File: config.mk
export PLATFORM = sky130hd
export DESIGN_NAME = source_text_complexity_scan
export DESIGN_NICKNAME = d
export VERILOG_FILES = /design/src/hdl/stcs_pkg.sv /design/src/hdl/stcs_front.sv /design/src/hdl/stcs_queue.sv /design/src/hdl/stcs_back.sv /design/src/hdl/source_text_complexity_scan.sv
export SDC_FILE = /design/constraint.sdc
export NUM_CORES = 1
export LEC_CHECK = 0
export ABC_AREA = 1
export ABC_CLOCK_PERIOD_IN_PS = 4690
export BUFFER_PORTS_ARGS = -buffer_cell sky130_fd_sc_hd__clkbuf_2
export CAP_MARGIN = 20
export CORE_ASPECT_RATIO = 0.8
export CORE_MARGIN = 1.5
export CORE_UTILIZATION = 62
export DETAILED_ROUTE_END_ITERATION = 10
export PLACE_DENSITY = 0.89
export SLEW_MARGIN = 15
export SYNTH_ARGS = -nofsm -noshare
export SYNTH_HDL_FRONTEND = slang
export SYNTH_SLANG_ARGS = --single-unit
File: constraint.sdc
create_clock -name clk -period 4.69 [get_ports clk]
set_clock_uncertainty 0.1 [all_clocks]
set_input_delay 0.2345 -clock clk [delete_from_list [all_inputs] [get_ports clk]]
set_output_delay 0.2345 -clock clk [all_outputs]
set_load 0.05 [all_outputs]
File: src/hdl/stcs_pkg.sv
package stcs_pkg;

    localparam int COUNT_BITS = 32;
    localparam int DEPTH_BITS = 16;
    localparam int QDEPTH     = 2;
    localparam int QPTR_BITS  = (QDEPTH > 1) ? $clog2(QDEPTH) : 1;
    localparam int QCNT_BITS  = $clog2(QDEPTH + 1);

    localparam logic [7:0] CH_NL     = 8'h0A;
    localparam logic [7:0] CH_LBRACE = 8'h7B;
    localparam logic [7:0] CH_RBRACE = 8'h7D;
    localparam logic [7:0] CH_AMP    = 8'h26;
    localparam logic [7:0] CH_BAR    = 8'h7C;
    localparam logic [7:0] CH_QMARK  = 8'h3F;
    localparam logic [7:0] CH_SPACE  = 8'h20;
    localparam logic [7:0] CH_A      = 8'h61;
    localparam logic [7:0] CH_C      = 8'h63;
    localparam logic [7:0] CH_E      = 8'h65;
    localparam logic [7:0] CH_F      = 8'h66;
    localparam logic [7:0] CH_H      = 8'h68;
    localparam logic [7:0] CH_I      = 8'h69;
    localparam logic [7:0] CH_L      = 8'h6C;
    localparam logic [7:0] CH_O      = 8'h6F;
    localparam logic [7:0] CH_R      = 8'h72;
    localparam logic [7:0] CH_S      = 8'h73;
    localparam logic [7:0] CH_T      = 8'h74;
    localparam logic [7:0] CH_W      = 8'h77;

    typedef struct packed {
        logic [7:0] ch;
        logic       last;
    } char_t;

    typedef struct packed {
        logic [31:0] line_total;
        logic [31:0] complexity;
        logic [15:0] nest_peak;
    } result_t;

    // classified character handed from front to back
    typedef struct packed {
        logic [1:0] hits;
        logic       newline;
        logic       open;
        logic       close;
        logic       last;
    } cls_t;

    typedef struct packed {
        logic full;
        logic avail;
    } q_stat_t;

endpackage

File: src/hdl/stcs_front.sv
module stcs_front
(
    input  logic                 clk,
    input  logic                 rst_n,
    input  logic                 char_valid,
    input  stcs_pkg::char_t      char_req,
    input  stcs_pkg::q_stat_t    q_stat,
    output logic                 push,
    output stcs_pkg::cls_t       push_data
);

    logic [47:0] hist_reg;
    logic [47:0] hist_next;
    logic        andand_reg;
    logic        andand_next;
    logic        oror_reg;
    logic        oror_next;

    logic [7:0] c;
    logic [7:0] w0, w1, w2, w3, w4, w5;
    logic       kw_if, kw_elseif, kw_other;
    logic       hit_and, hit_or;

    assign push = char_valid && !q_stat.full;

    always_comb
    begin
        c  = char_req.ch;
        w0 = hist_reg[47:40];
        w1 = hist_reg[39:32];
        w2 = hist_reg[31:24];
        w3 = hist_reg[23:16];
        w4 = hist_reg[15:8];
        w5 = hist_reg[7:0];

        kw_if     = (w5 == stcs_pkg::CH_I) && (c == stcs_pkg::CH_F);
        kw_elseif = (w0 == stcs_pkg::CH_E) && (w1 == stcs_pkg::CH_L) &&
                    (w2 == stcs_pkg::CH_S) && (w3 == stcs_pkg::CH_E) &&
                    (w4 == stcs_pkg::CH_SPACE) && kw_if;

        hit_and = (c == stcs_pkg::CH_AMP) && (w5 == stcs_pkg::CH_AMP) && !andand_reg;
        hit_or  = (c == stcs_pkg::CH_BAR) && (w5 == stcs_pkg::CH_BAR) && !oror_reg;

        kw_other = ((w4 == stcs_pkg::CH_F) && (w5 == stcs_pkg::CH_O) &&
                    (c == stcs_pkg::CH_R)) ||
                   ((w2 == stcs_pkg::CH_W) && (w3 == stcs_pkg::CH_H) &&
                    (w4 == stcs_pkg::CH_I) && (w5 == stcs_pkg::CH_L) &&
                    (c == stcs_pkg::CH_E)) ||
                   ((w3 == stcs_pkg::CH_C) && (w4 == stcs_pkg::CH_A) &&
                    (w5 == stcs_pkg::CH_S) && (c == stcs_pkg::CH_E)) ||
                   ((w2 == stcs_pkg::CH_C) && (w3 == stcs_pkg::CH_A) &&
                    (w4 == stcs_pkg::CH_T) && (w5 == stcs_pkg::CH_C) &&
                    (c == stcs_pkg::CH_H)) ||
                   (c == stcs_pkg::CH_QMARK) || hit_and || hit_or;

        // "else if" ends in 'f', so it always comes with "if" and nothing else
        push_data.hits    = kw_elseif ? 2'd2 : {1'b0, kw_if | kw_other};
        push_data.newline = (c == stcs_pkg::CH_NL);
        push_data.open    = (c == stcs_pkg::CH_LBRACE);
        push_data.close   = (c == stcs_pkg::CH_RBRACE);
        push_data.last    = char_req.last;

        hist_next   = hist_reg;
        andand_next = andand_reg;
        oror_next   = oror_reg;
        if (push)
        begin
            if (char_req.last)
            begin
                hist_next   = '0;
                andand_next = 1'b0;
                oror_next   = 1'b0;
            end
            else
            begin
                hist_next   = {hist_reg[39:0], c};
                andand_next = hit_and;
                oror_next   = hit_or;
            end
        end
    end

    always_ff @(posedge clk or negedge rst_n)
    begin
        if (!rst_n)
        begin
            hist_reg   <= '0;
            andand_reg <= 1'b0;
            oror_reg   <= 1'b0;
        end
        else
        begin
            hist_reg   <= hist_next;
            andand_reg <= andand_next;
            oror_reg   <= oror_next;
        end
    end

    as_no_double_and: assert property (@(posedge clk) disable iff (!rst_n)
        andand_reg |-> hist_reg[7:0] == stcs_pkg::CH_AMP)
        else $error("andand block set without '&' in history");

endmodule

File: src/hdl/stcs_queue.sv
module stcs_queue
(
    input  logic                 clk,
    input  logic                 rst_n,
    input  logic                 push,
    input  stcs_pkg::cls_t       push_data,
    input  logic                 pop,
    output stcs_pkg::cls_t       head,
    output stcs_pkg::q_stat_t    q_stat
);

    stcs_pkg::cls_t                   mem_reg [stcs_pkg::QDEPTH];
    logic [stcs_pkg::QPTR_BITS-1:0]   wr_ptr_reg;
    logic [stcs_pkg::QPTR_BITS-1:0]   wr_ptr_next;
    logic [stcs_pkg::QPTR_BITS-1:0]   rd_ptr_reg;
    logic [stcs_pkg::QPTR_BITS-1:0]   rd_ptr_next;
    logic [stcs_pkg::QCNT_BITS-1:0]   count_reg;
    logic [stcs_pkg::QCNT_BITS-1:0]   count_next;

    localparam logic [stcs_pkg::QPTR_BITS-1:0] PTR_LAST =
        stcs_pkg::QPTR_BITS'(stcs_pkg::QDEPTH - 1);
    localparam logic [stcs_pkg::QCNT_BITS-1:0] CNT_FULL =
        stcs_pkg::QCNT_BITS'(stcs_pkg::QDEPTH);

    assign q_stat.full  = (count_reg == CNT_FULL);
    assign q_stat.avail = (count_reg != '0);
    assign head         = mem_reg[rd_ptr_reg];

    always_comb
    begin
        wr_ptr_next = wr_ptr_reg;
        rd_ptr_next = rd_ptr_reg;
        count_next  = count_reg;
        if (push)
            wr_ptr_next = (wr_ptr_reg == PTR_LAST) ? '0 : wr_ptr_reg + 1'b1;
        if (pop)
            rd_ptr_next = (rd_ptr_reg == PTR_LAST) ? '0 : rd_ptr_reg + 1'b1;
        if (push && !pop)
            count_next = count_reg + 1'b1;
        else if (pop && !push)
            count_next = count_reg - 1'b1;
    end

    always_ff @(posedge clk)
    begin
        if (push)
            mem_reg[wr_ptr_reg] <= push_data;
    end

    always_ff @(posedge clk or negedge rst_n)
    begin
        if (!rst_n)
        begin
            wr_ptr_reg <= '0;
            rd_ptr_reg <= '0;
            count_reg  <= '0;
        end
        else
        begin
            wr_ptr_reg <= wr_ptr_next;
            rd_ptr_reg <= rd_ptr_next;
            count_reg  <= count_next;
        end
    end

    as_count_range: assert property (@(posedge clk) disable iff (!rst_n)
        count_reg <= CNT_FULL)
        else $error("queue count out of range");

    as_no_pop_empty: assert property (@(posedge clk) disable iff (!rst_n)
        pop |-> q_stat.avail)
        else $error("pop from empty queue");

    as_no_push_full: assert property (@(posedge clk) disable iff (!rst_n)
        push |-> !q_stat.full)
        else $error("push into full queue");

endmodule

File: src/hdl/stcs_back.sv
module stcs_back
(
    input  logic                 clk,
    input  logic                 rst_n,
    input  stcs_pkg::cls_t       head,
    input  stcs_pkg::q_stat_t    q_stat,
    output logic                 pop,
    output logic                 result_valid,
    input  logic                 result_stall,
    output stcs_pkg::result_t    result
);

    localparam int CB = stcs_pkg::COUNT_BITS;
    localparam int DB = stcs_pkg::DEPTH_BITS;
    localparam logic [CB-1:0] CNT_MAX = '1;
    localparam logic [DB-1:0] DEP_MAX = '1;

    logic [CB-1:0] nl_reg, nl_next, nl_upd;
    logic [CB-1:0] match_reg, match_next, match_upd;
    logic [DB-1:0] depth_reg, depth_next, depth_upd;
    logic [DB-1:0] peak_reg, peak_next, peak_upd;
    logic [CB:0]   match_sum;
    logic [CB-1:0] line_sat, cplx_sat;

    logic                result_valid_reg, result_valid_next;
    stcs_pkg::result_t   result_reg, result_next;
    logic                out_free;

    function automatic logic [31:0] clip32(input logic [CB-1:0] v);
        logic [63:0] w;
        w = 64'(v);
        return (w > 64'h0000_0000_FFFF_FFFF) ? 32'hFFFF_FFFF : w[31:0];
    endfunction

    function automatic logic [15:0] clip16(input logic [DB-1:0] v);
        logic [31:0] w;
        w = 32'(v);
        return (w > 32'h0000_FFFF) ? 16'hFFFF : w[15:0];
    endfunction

    // only a final request needs the result register
    assign out_free     = !result_valid_reg || !result_stall;
    assign pop          = q_stat.avail && (out_free || !head.last);
    assign result_valid = result_valid_reg;
    assign result       = result_reg;

    always_comb
    begin
        nl_upd = nl_reg;
        if (head.newline && nl_reg != CNT_MAX)
            nl_upd = nl_reg + 1'b1;

        match_sum = {1'b0, match_reg} + (CB + 1)'(head.hits);
        match_upd = match_sum[CB] ? CNT_MAX : match_sum[CB-1:0];

        depth_upd = depth_reg;
        if (head.open)
        begin
            if (depth_reg != DEP_MAX)
                depth_upd = depth_reg + 1'b1;
        end
        else if (head.close && depth_reg != '0)
            depth_upd = depth_reg - 1'b1;
        peak_upd = (depth_upd > peak_reg) ? depth_upd : peak_reg;

        line_sat = (nl_upd == CNT_MAX) ? CNT_MAX : nl_upd + 1'b1;
        cplx_sat = (match_upd == CNT_MAX) ? CNT_MAX : match_upd + 1'b1;

        nl_next           = nl_reg;
        match_next        = match_reg;
        depth_next        = depth_reg;
        peak_next         = peak_reg;
        result_next       = result_reg;
        result_valid_next = result_valid_reg && result_stall;

        if (pop)
        begin
            if (head.last)
            begin
                nl_next                = '0;
                match_next             = '0;
                depth_next             = '0;
                peak_next              = '0;
                result_valid_next      = 1'b1;
                result_next.line_total = clip32(line_sat);
                result_next.complexity = clip32(cplx_sat);
                result_next.nest_peak  = clip16(peak_upd);
            end
            else
            begin
                nl_next    = nl_upd;
                match_next = match_upd;
                depth_next = depth_upd;
                peak_next  = peak_upd;
            end
        end
    end

    always_ff @(posedge clk)
    begin
        result_reg <= result_next;
    end

    always_ff @(posedge clk or negedge rst_n)
    begin
        if (!rst_n)
        begin
            nl_reg           <= '0;
            match_reg        <= '0;
            depth_reg        <= '0;
            peak_reg         <= '0;
            result_valid_reg <= 1'b0;
        end
        else
        begin
            nl_reg           <= nl_next;
            match_reg        <= match_next;
            depth_reg        <= depth_next;
            peak_reg         <= peak_next;
            result_valid_reg <= result_valid_next;
        end
    end

    as_peak_ge_depth: assert property (@(posedge clk) disable iff (!rst_n)
        peak_reg >= depth_reg)
        else $error("peak depth below current depth");

    as_result_from_last: assert property (@(posedge clk) disable iff (!rst_n)
        $rose(result_valid_reg) |-> $past(pop && head.last))
        else $error("result raised without a final character");

    as_clear_after_last: assert property (@(posedge clk) disable iff (!rst_n)
        pop && head.last |=> nl_reg == '0 && match_reg == '0 && peak_reg == '0)
        else $error("state not cleared after final character");

endmodule

File: src/hdl/source_text_complexity_scan.sv
// Channel  Dir  Handshake                    Payload
// char     in   char_valid / char_stall      char_req   (ch, last)
// result   out  result_valid / result_stall  result     (line_total, complexity, nest_peak)
//
// One character per cycle while char_stall is low; front classifies in its accept cycle.
// Classified requests pass a two-entry queue; the back stage updates counters
// and loads the result register, so result_valid rises once the final request
// has been popped from the queue by the back stage.
// char_stall rises only while the queue is full (a final request held behind
// a stalled result).
// rst_n clears history, counters, queue and result valid at once; no sweep.
module source_text_complexity_scan
(
    input  logic                 clk,
    input  logic                 rst_n,
    input  logic                 char_valid,
    output logic                 char_stall,
    input  stcs_pkg::char_t      char_req,
    output logic                 result_valid,
    input  logic                 result_stall,
    output stcs_pkg::result_t    result
);

    logic                push;
    logic                pop;
    stcs_pkg::cls_t      push_data;
    stcs_pkg::cls_t      head;
    stcs_pkg::q_stat_t   q_stat;

    assign char_stall = q_stat.full;

    stcs_front u_front
    (
        .clk        (clk),
        .rst_n      (rst_n),
        .char_valid (char_valid),
        .char_req   (char_req),
        .q_stat     (q_stat),
        .push       (push),
        .push_data  (push_data)
    );

    stcs_queue u_queue
    (
        .clk        (clk),
        .rst_n      (rst_n),
        .push       (push),
        .push_data  (push_data),
        .pop        (pop),
        .head       (head),
        .q_stat     (q_stat)
    );

    stcs_back u_back
    (
        .clk          (clk),
        .rst_n        (rst_n),
        .head         (head),
        .q_stat       (q_stat),
        .pop          (pop),
        .result_valid (result_valid),
        .result_stall (result_stall),
        .result       (result)
    );

endmodule

==> flow_metrics.tcl, run 1 <==
set metrics [dict create \
    total_power_mw 10.9 \
    crit_type "flip-flop to flip-flop" \
    holdWs_ns 0.194 \
    drc 0 \
    clkTransAtPathRegs_ns 0.06 \
    critPathMaxFanout 21 \
    placed_cell_area_sq_mm 0.0160 \
    rsz0062_at_grt "no" \
    first_pass_iters 6 \
    wire_per_inst_um 16.7 \
    insertion_delay_ns 0.54 \
    yosys.area_share.xor_xnor_pct 2.97 \
    cts_made_buffers 26 \
    yosys.area_share.adder_pct 2.17 \
    fin_tns_setup_ns 0 \
    core_area_sq_mm 0.0243 \
    min_path_type "primary input to async pin" \
    avgSynthCellArea_sq_um 7.50 \
    die_area_sq_mm 0.0257 \
    antennaDiodeCount 0 \
    htree_levels 1 \
    grt_overflow 0 \
    finalNonFillerCells 2473 \
    top_level_ports 95 \
    grt_usage_pct 32.4 \
    viasPerCell 5.89 \
    die_w_um 179 \
    yosysUniqueCellTypes 48 \
    vdd_drop_max_v 0.000362 \
    grt_max_degree 89 \
    worstMarginPinSlew_ns 1.05 \
    area_growth_pct 10.8 \
    yosys.area_share.simple_pct 34.9 \
    min_period_ns 4.28 \
    synth_area_leader_cell "dfrtp_1" \
    initial_core_util_pct 63.1 \
    hold_violations 0 \
    slew_headroom_pct 29.8 \
    grt_antenna_before_repair 0 \
    gp_congestion 0.997 \
    synth_top_family_by_area "simple AND/OR/NAND/NOR gates" \
    antenna_left 0 \
    cts_tree "yes" \
    ctsRootBufferMaster "clkbuf_16" \
    synthTopCellsByArea "dfrtp_1 25%, edfxtp_1 18%, nand2_1 13%" \
    grt_pass1_vias 13700 \
    dpl.cell_count 2414 \
    clockBufferDepth 3 \
    hpwl_um 29900 \
    ys_seq_area_share_pct 42.6 \
    worstSetupStartpointType "flip-flop" \
    maxSlewViolCount 0 \
    portBuffers 94 \
    synth_mux_area_share_pct 0 \
    max_freq_ghz 0.234 \
    synthCells 2046 \
    yosys_warnings 0 \
    status "completed" \
    rows 51 \
    nNetsFinal 2174 \
    synth_area_sq_mm 0.0153 \
    fin_util_pct 69.9 \
    cp.arrival_ns 4.47 \
    wl_um 41400 \
    dp_slack_ns 0.544 \
    clock_sinks 243 \
    synth_compound_area_share_pct 8.59 \
    dr.first_iter.drc_count 1489 \
    cellPowerDensity_mw_per_mm2 643 \
    grt_pass1_wl_um 66600 \
    fill_cells 1949 \
    maxCapViolations 0 \
    cp-end-kind "flip-flop" \
    die_h_um 144 \
    ys_ff_latch 243 \
    p_leak_nw 7.58 \
    cp.required_ns 4.88 \
    vias 14600 \
    largest_reg_flops 80 \
    setup_ws_ns 0.409 \
    finalSetupViolations 0 \
    drive_above_1_share_pct 12.7 \
    fin_crit_sh_pct 91.3 \
    synth_top_area_share_pct 24.6 \
    synth_nets 2085 \
    fin_area_sq_mm 0.0170 \
]
## critical path: stages (launching register included)
cell and delay [ns]:
dfrtp_1 0.48, inv_1 0.13, nor3_1 0.48, nand3_1 0.22
nor2_1 0.29, nand3_1 0.20, nor2_1 0.16, xor2_1 0.15
nand2_1 0.06, nand2_1 0.11, inv_1 0.07, ha_1 0.29
nand2_1 0.05, inv_1 0.06, nand3_1 0.10, nor3_1 0.20
nand2_1 0.08, nand2_1 0.21, buf_4 0.30, nand2_1 0.10
and2_1 0.17
## repair_timing
| action | 4_1_cts | 5_1_grt |
|---|---|---|
| setup buffers | 0 | 0 |
| setup endpoints to repair | 0 | 3 |
| resized for setup | 0 | 1 |
| endpoints found under the hold margin | 85 | 0 |
| hold buffers | 11 | 0 |
## report_power, final
group	internal, mW	leakage (nW)	switching (mW)
clock network	1.18	0.422	0.883
logic	1.37	4.21	4.12
registers	3.05	2.96	0.339
total	5.60	7.58	5.34
## worst paths after layout
| kind | startpoint | to | slack [ns] | depth (start not counted) |
|---|---|---|---|---|
| worst max register to register | u_back.depth_reg[2] | u_back.result[10] | 0.41 | 20 |
| worst min-delay path | rst_n | u_front.hist_reg[20] | 0.19 | 2 |
| min in group clk | char_valid | u_front.hist_reg[42] | 0.25 | 4 |
| max in group asynchronous | rst_n | u_back.nl_reg[31] | 3.22 | 3 |
| worst min register to register | u_front.hist_reg[40] | u_front.hist_reg[40] | 0.40 | 2 |
| worst max-delay path | u_back.depth_reg[2] | u_back.result[10] | 0.41 | 20 |
## synth_stat cells (all sizes together)
| master | instances |
|---|---|
| nor3 | 32 |
| o31ai | 2 |
| o21ai | 97 |
| inv | 284 |
| clkbuf | 41 |
| clkinv | 1 |
| nand3 | 211 |
| o2111ai | 1 |
| nand3b | 2 |
| xnor2 | 9 |
| nor3b | 1 |
| a21oi | 15 |
| o21bai | 1 |
| xor2 | 43 |
| ha | 25 |
| edfxtp | 92 |
| nor4 | 15 |
| o22ai | 109 |
| nand2 | 572 |
| buf | 14 |
| or2 | 8 |
| nand4 | 49 |
| and3 | 1 |
| a22o | 4 |
| o211a | 1 |
| or4 | 1 |
| nor2 | 255 |
| fa | 1 |
| dfrtp | 151 |
| and2 | 8 |
## final cells by class
type	instances	area, sq um	share of cell area, %
inverters	285	1070	6.32
multi-input cells	1463	7460	43.9
clock buffers	36	749	4.41
repair buffers	116	669	3.94
clock inverters	12	103	0.604
flip-flops and latches	243	6540	38.5
well taps	318	398	2.34
## metal layers
| metal | share of wire, % | routed length (um) | vias up | track usage, % |
|---|---|---|---|---|
| li1 | - | - | 6916 | - |
| met1 | 42 | 17400 | 6783 | 44.3 |
| met2 | 46 | 18800 | 741 | 52.6 |
| met3 | 8.7 | 3600 | 118 | 4.68 |
| met4 | 3.6 | 1490 | 0 | 12.1 |
| met5 | 0 | 0 | - | 0 |
## layout by cell type (no fill, tap or decap), types with 9 or more instances in the layout
cell type      instances
edfxtp_1              92
clkbuf_2              93
clkbuf_16             27
nand2_1              539
buf_4                 11
nor2_1               217
nand3_1              179
nand2_2               25
dlygate4sd3_1         11
nand4_1               49
xnor2_1                9
a21oi_1               15
o21ai_0               79
xor2_1                43
inv_2                 12
dfrtp_1              151
nor2_2                22
nand3_2               30
inv_1                270
o21ai_1               18
nor4_1                14
nor3_1                31
nor2_4                15
o22ai_1              109
ha_1                  25
## cell families after synthesis
| family | Yosys count |
|---|---|
| AOI/OAI and AO/OA | 230 |
| xor gates and xnor gates | 52 |
| adders and majority gates | 26 |
| DFF | 243 |
| and+or+nand+nor | 1155 |
| buffers and inverters | 340 |
No activity file was read; power rests on OpenSTA's default activity.
==> run 2, diff against run 1 <==
--- a/config.mk
+++ b/config.mk
@@ -9,3 +9,3 @@
 export ABC_CLOCK_PERIOD_IN_PS = 4690
-export BUFFER_PORTS_ARGS = -buffer_cell sky130_fd_sc_hd__clkbuf_2
+export BUFFER_PORTS_ARGS = -buffer_cell sky130_fd_sc_hd__buf_4
 export CAP_MARGIN = 20
--- a/constraint.sdc
+++ b/constraint.sdc
@@ -4,2 +4,2 @@
 set_output_delay 0.2345 -clock clk [all_outputs]
-set_load 0.05 [all_outputs]
+set_load 0.01 [all_outputs]
==> run 2 against run 1 <==
  * Sequential power barely moved
  * Final cell count barely moved
  * Setup slack improved by 0.041 ns
  * Power fell by 7.7%
  * Global-route usage rose by 0.97 points
  * Non-clock buffer count rose by 2
  * Core utilization rose by 0.99 points
  * Clock power barely moved
  * Largest cell class unchanged
==> flow_metrics.tcl, run 2 (synthesis results as in run 1) <==
set metrics [dict create \
    status "completed" \
    vdd_drop_max_v 0.000449 \
    grt_antenna_before_repair 0 \
    wire_per_inst_um 17.1 \
    crit_type "flip-flop to flip-flop" \
    p_int_mw 5.80 \
    cp-end-kind "flip-flop" \
    slew_headroom_pct 26.0 \
    rows 51 \
    vias 14600 \
    core_area_sq_mm 0.0243 \
    combPwrFrac_pct 45.8 \
    cp.required_ns 5.03 \
    portBuffers 94 \
    hold_violations 0 \
    placed_cell_area_sq_mm 0.0163 \
    maxSlewViolCount 0 \
    regArea_sq_mm 0.00654 \
    drive_above_1_share_pct 12.6 \
    antenna_left 0 \
    clock_sinks 243 \
    cp.arrival_ns 4.58 \
    cts_made_buffers 26 \
    nNetsFinal 2176 \
    wl_um 42400 \
    cts_tree "yes" \
    maxCapViolations 0 \
    clockBufferDepth 3 \
    multi_input_area_sq_mm 0.00746 \
    gp_congestion 0.947 \
    grt_pass1_vias 13500 \
    worstSetupStartpointType "flip-flop" \
    fill_cells 1966 \
    grt_max_degree 89 \
    drc 0 \
    post_cts_resized 0 \
    power.share.switching_pct 42.5 \
    min_period_ns 4.24 \
    die_area_sq_mm 0.0257 \
    fin_crit_sh_pct 90.4 \
    fin_area_sq_mm 0.0172 \
    ctsRootBufferMaster "clkbuf_16" \
    top_level_ports 95 \
    htree_levels 1 \
    max_freq_ghz 0.236 \
    p_leak_nw 7.66 \
    area_growth_pct 12.3 \
    min_path_type "primary input to async pin" \
    die_h_um 144 \
    final_common_cell "nand2_1" \
    dr.first_iter.drc_count 1573 \
    grt_usage_pct 33.4 \
    critPathMaxFanout 26 \
    rsz0062_at_grt "no" \
    first_pass_iters 7 \
    clkTransAtPathRegs_ns 0.06 \
    hpwl_um 30700 \
    worstMarginPinSlew_ns 1.11 \
    pwr-share-clk_pct 20.3 \
    initial_core_util_pct 63.1 \
    insertion_delay_ns 0.54 \
    antennaDiodeCount 0 \
    fin_tns_setup_ns 0 \
    p_sw_mw 4.29 \
    grt_pass1_wl_um 68300 \
    largest_reg_flops 80 \
    die_w_um 179 \
    finalSetupViolations 0 \
    grt_overflow 0 \
    viasPerCell 5.89 \
    final_cell_mix "539 x nand2_1, 270 x inv_1, 217 x nor2_1" \
    seq_power_share_pct 33.8 \
    cellPowerDensity_mw_per_mm2 585 \
]
run 2: cell types whose count changed in the layout (fill, tap and decap cells not counted), moves of 2 or more:
cell and change:
buf_4 +95, clkbuf_2 -93, clkbuf_8 +3, clkinv_1 +3
clkinv_2 -2
run 2: worst paths after layout:
| check | start | to | slack [ns] | depth (start not counted) |
|---|---|---|---|---|
| max in group asynchronous | rst_n | u_back.nl_reg[19] | 3.31 | 3 |
| hold reg to reg | u_front.hist_reg[45] | u_front.hist_reg[45] | 0.39 | 2 |
| setup reg to reg | u_back.depth_reg[2] | u_back.peak_reg[11] | 0.45 | 22 |
| hold / removal | rst_n | u_front.hist_reg[14] | 0.10 | 2 |
| setup / recovery | u_back.depth_reg[2] | u_back.peak_reg[11] | 0.45 | 22 |
| min in group clk | char_valid | u_front.andand_reg | 0.19 | 4 |
run 2: metrics by stage:
stage	setup WS [ns]	utilization [%]	power (mW)	cells	hold WS [ns]
detailed placement	0.576	67.0	7.99	2416	0.125
CTS	0.543	70.9	10.1	2475	0.120
finish	0.450	70.9	10.1	2475	0.105
floorplan	1.10	-	6.43	2046	-0.161
global placement	0.665	67.0	7.83	2416	0.122
global route	0.0304	70.9	10.7	2475	0.154
run 2: worst max-delay path, stage by stage (launching register included):
cell and delay, ns:
dfrtp_1 0.48, inv_1 0.15, nor3_1 0.50, nand3_1 0.24
nor2_1 0.23, nand3_1 0.17, nor2_1 0.15, xor2_1 0.15
nand2_1 0.07, nand2_1 0.11, inv_1 0.06, ha_1 0.29
nand2_1 0.05, inv_1 0.06, nand3_1 0.11, nor3_1 0.28
nand2_1 0.13, nand4_1 0.11, nand2_1 0.08, buf_4 0.22
o21ai_0 0.26, nand2_1 0.07, o21ai_0 0.08
run 2: layer usage:
metal / GRT usage [%] / routed length, um / vias up
met4: 10.1 / 1250 / 0
met1: 46.8 / 17800 / 6798
li1: - / - / 6934
met5: 0 / 0 / -
met3: 4.50 / 3750 / 110
met2: 54.2 / 19600 / 747
run 2: layout make-up:
class | instances | area share, %
Tap cell | 318 | 2.31
Sequential cell | 243 | 37.9
Inverter | 285 | 6.23
Clock buffer | 37 | 4.42
Multi-Input combinational cell | 1463 | 43.3
Clock inverter | 11 | 0.508
Timing Repair Buffer | 118 | 5.32
run 2: what timing repair did:
item,CTS,global route
buffers inserted,0,0
hold buffers,11,0
endpoints found under the hold margin,67,0
run 2: power groups by stage:
stage          Combinational, mW  Sequential, mW  Clock (mW)
6_report                    4.63            3.41        2.05
5_1_grt                     5.10            3.48        2.16
4_1_cts                     4.58            3.41        2.07
2_1_floorplan               2.91            3.52           0
3_5_place_dp                4.55            3.44           0
3_3_place_gp                4.41            3.42           0
==> run 3, diff against run 2 <==
- CELL_PAD_IN_SITES_DETAIL_PLACEMENT: not set -> 0
- CELL_PAD_IN_SITES_GLOBAL_PLACEMENT: not set -> 1
- CORE_UTILIZATION: 62 -> 46
==> run 3 against run 2 <==
  * The flow now finishes with violations (DRC)
  * Via count decreased by 3.2%
  * Routed wire length is 4.6% higher
  * Power grew 2.5%
  * Largest cell class unchanged
==> flow_metrics.tcl, run 3 (synthesis results as in run 1) <==
set metrics [dict create \
    finalSetupViolations 0 \
    reg2reg_to "u_back.result[13]" \
    drc 18 \
    gp_congestion 0.949 \
    fin_crit_sh_pct 93.0 \
    cellPowerDensity_mw_per_mm2 590 \
    clock_sinks 243 \
    drive_above_1_share_pct 12.9 \
    startpoint "u_back.depth_reg[0]" \
    seq_power_share_pct 32.9 \
    core_area_sq_mm 0.0327 \
    htree_levels 1 \
    maxCapViolations 0 \
    ctsRootBufferMaster "clkbuf_16" \
    worstSetupStartpointType "flip-flop" \
    largest_reg_flops 80 \
    failed_checks "DRC" \
    viasPerCell 5.46 \
    cts_tree "yes" \
    power.share.switching_pct 42.2 \
    r2r_start "u_back.depth_reg[0]" \
    first_pass_iters 9 \
    final_common_cell "nand2_1" \
    die_h_um 166 \
    cp-end-kind "flip-flop" \
    cts_setup_buffers 0 \
    grt_pass1_wl_um 72000 \
    clockBufferDepth 3 \
    cp.required_ns 4.90 \
    worst-r2r-cell-count 19 \
    grt_max_degree 89 \
    vias 14100 \
    wire_per_inst_um 17.1 \
    top_level_ports 95 \
    p_leak_nw 7.72 \
    max_freq_ghz 0.229 \
    maxSlewViolCount 0 \
    grt_usage_pct 25.9 \
    clkTransAtPathRegs_ns 0.06 \
    antenna_left 0 \
    regArea_sq_mm 0.00654 \
    final_cell_mix "539 x nand2_1, 270 x inv_1, 217 x nor2_1" \
    rsz0062_at_grt "no" \
    wl_um 44300 \
    pwr-share-clk_pct 22.2 \
    cts_made_buffers 28 \
    finalNonFillerCells 2590 \
    rows 59 \
    min_period_ns 4.36 \
    status "complete, but fails checks" \
    insertion_delay_ns 0.58 \
    crit_type "flip-flop to flip-flop" \
    hold_violations 0 \
    post_cts_resized 0 \
    dpl.cell_count 2525 \
    nNetsFinal 2179 \
    fill_cells 3144 \
    min_path_type "primary input to flip-flop" \
    p_int_mw 5.97 \
    combPwrFrac_pct 44.9 \
    cp.arrival_ns 4.57 \
    hpwl_um 32300 \
    area_growth_pct 14.2 \
    die_w_um 207 \
    slew_headroom_pct 25.6 \
    cts_hold_buf 12 \
    grt_overflow 0 \
    dr.first_iter.drc_count 1105 \
    critPathMaxFanout 6 \
    worstMarginPinSlew_ns 1.12 \
    fin_tns_setup_ns 0 \
    vdd_drop_max_v 0.000394 \
    multi_input_area_sq_mm 0.00746 \
    die_area_sq_mm 0.0345 \
    grt_antenna_before_repair 1 \
    grt_pass1_vias 13600 \
    crit_end "u_back.result[13]" \
    rrSetupSlack_ns 0.33 \
    initial_core_util_pct 46.9 \
    portBuffers 94 \
    p_sw_mw 4.37 \
]
[run 3: cell types whose count changed in the layout (fill, tap and decap cells not counted), moves of 2 or more]
cell,previous run,this run
clkbuf_1,4,6
clkbuf_16,26,32
clkbuf_8,7,3
clkinv_1,5,1
[run 3: final cells by class]
type                    count  share of cell area [%]
clock inverters            11                   0.593
flip-flops and latches    243                    37.3
well taps                 427                    3.05
repair buffers            119                    5.36
diodes                      1                  0.0143
inverters                 285                    6.13
multi-input cells        1463                    42.6
clock buffers              41                    4.94
[run 3: critical path, stage by stage, from the launching register on]
cell and delay (ns):
dfrtp_1 0.43, ha_1 0.29, nand3_1 0.16, nor4_2 0.54, nand4_1 0.33, nor2_1 0.31, nor2_1 0.07, o21ai_0 0.16
nand2_1 0.12, inv_1 0.08, ha_1 0.12, nand3_1 0.09, o211a_1 0.21, o21bai_1 0.24, nand2_1 0.09, nand4_1 0.08
nand2_1 0.15, inv_1 0.24, nand2_1 0.12, and2_1 0.16
[run 3: metrics by stage]
| step | util, % | cell area, sq um | power [mW] | setup slack [ns] | hold WS (ns) |
|---|---|---|---|---|---|
| floorplan | - | 15300 | 6.43 | 1.10 | -0.161 |
| global placement | 50.2 | 16400 | 7.93 | 0.678 | 0.277 |
| detailed placement | 50.2 | 16400 | 8.05 | 0.588 | 0.294 |
| CTS | 53.6 | 17500 | 10.4 | 0.523 | 0.179 |
| global route | 53.6 | 17500 | 11.1 | 0.0843 | 0.252 |
| finish | 53.6 | 17500 | 10.3 | 0.330 | 0.199 |
[run 3: routing by layer]
| layer | GRT usage, % | wire [um] |
|---|---|---|
| met5 | 0 | 0 |
| met4 | 7.67 | 1150 |
| met3 | 4.50 | 2970 |
| met2 | 40.5 | 19500 |
| met1 | 36.8 | 20700 |
[run 3: worst min path at each step]
stage	depth (start not counted)	endpoint	slack, ns	from
after global placement	1	u_back.peak_reg[6]	0.28	rst_n
final	4	u_front.oror_reg	0.20	char_valid
after global routing	4	u_front.oror_reg	0.25	char_valid
after detailed placement	1	u_front.hist_reg[5]	0.29	rst_n
after CTS	4	u_front.oror_reg	0.18	char_valid
after floorplan	0	u_back.depth_reg[0]	-0.16	rst_n
[run 3: power groups by stage]
stage                     Combinational [mW]  Clock (mW)  Sequential (mW)
after floorplan                         2.91           0             3.52
final                                   4.64        2.30             3.40
after CTS                               4.65        2.33             3.40
after global routing                    5.17        2.43             3.48
after detailed placement                4.61           0             3.44
after global placement                  4.51           0             3.42
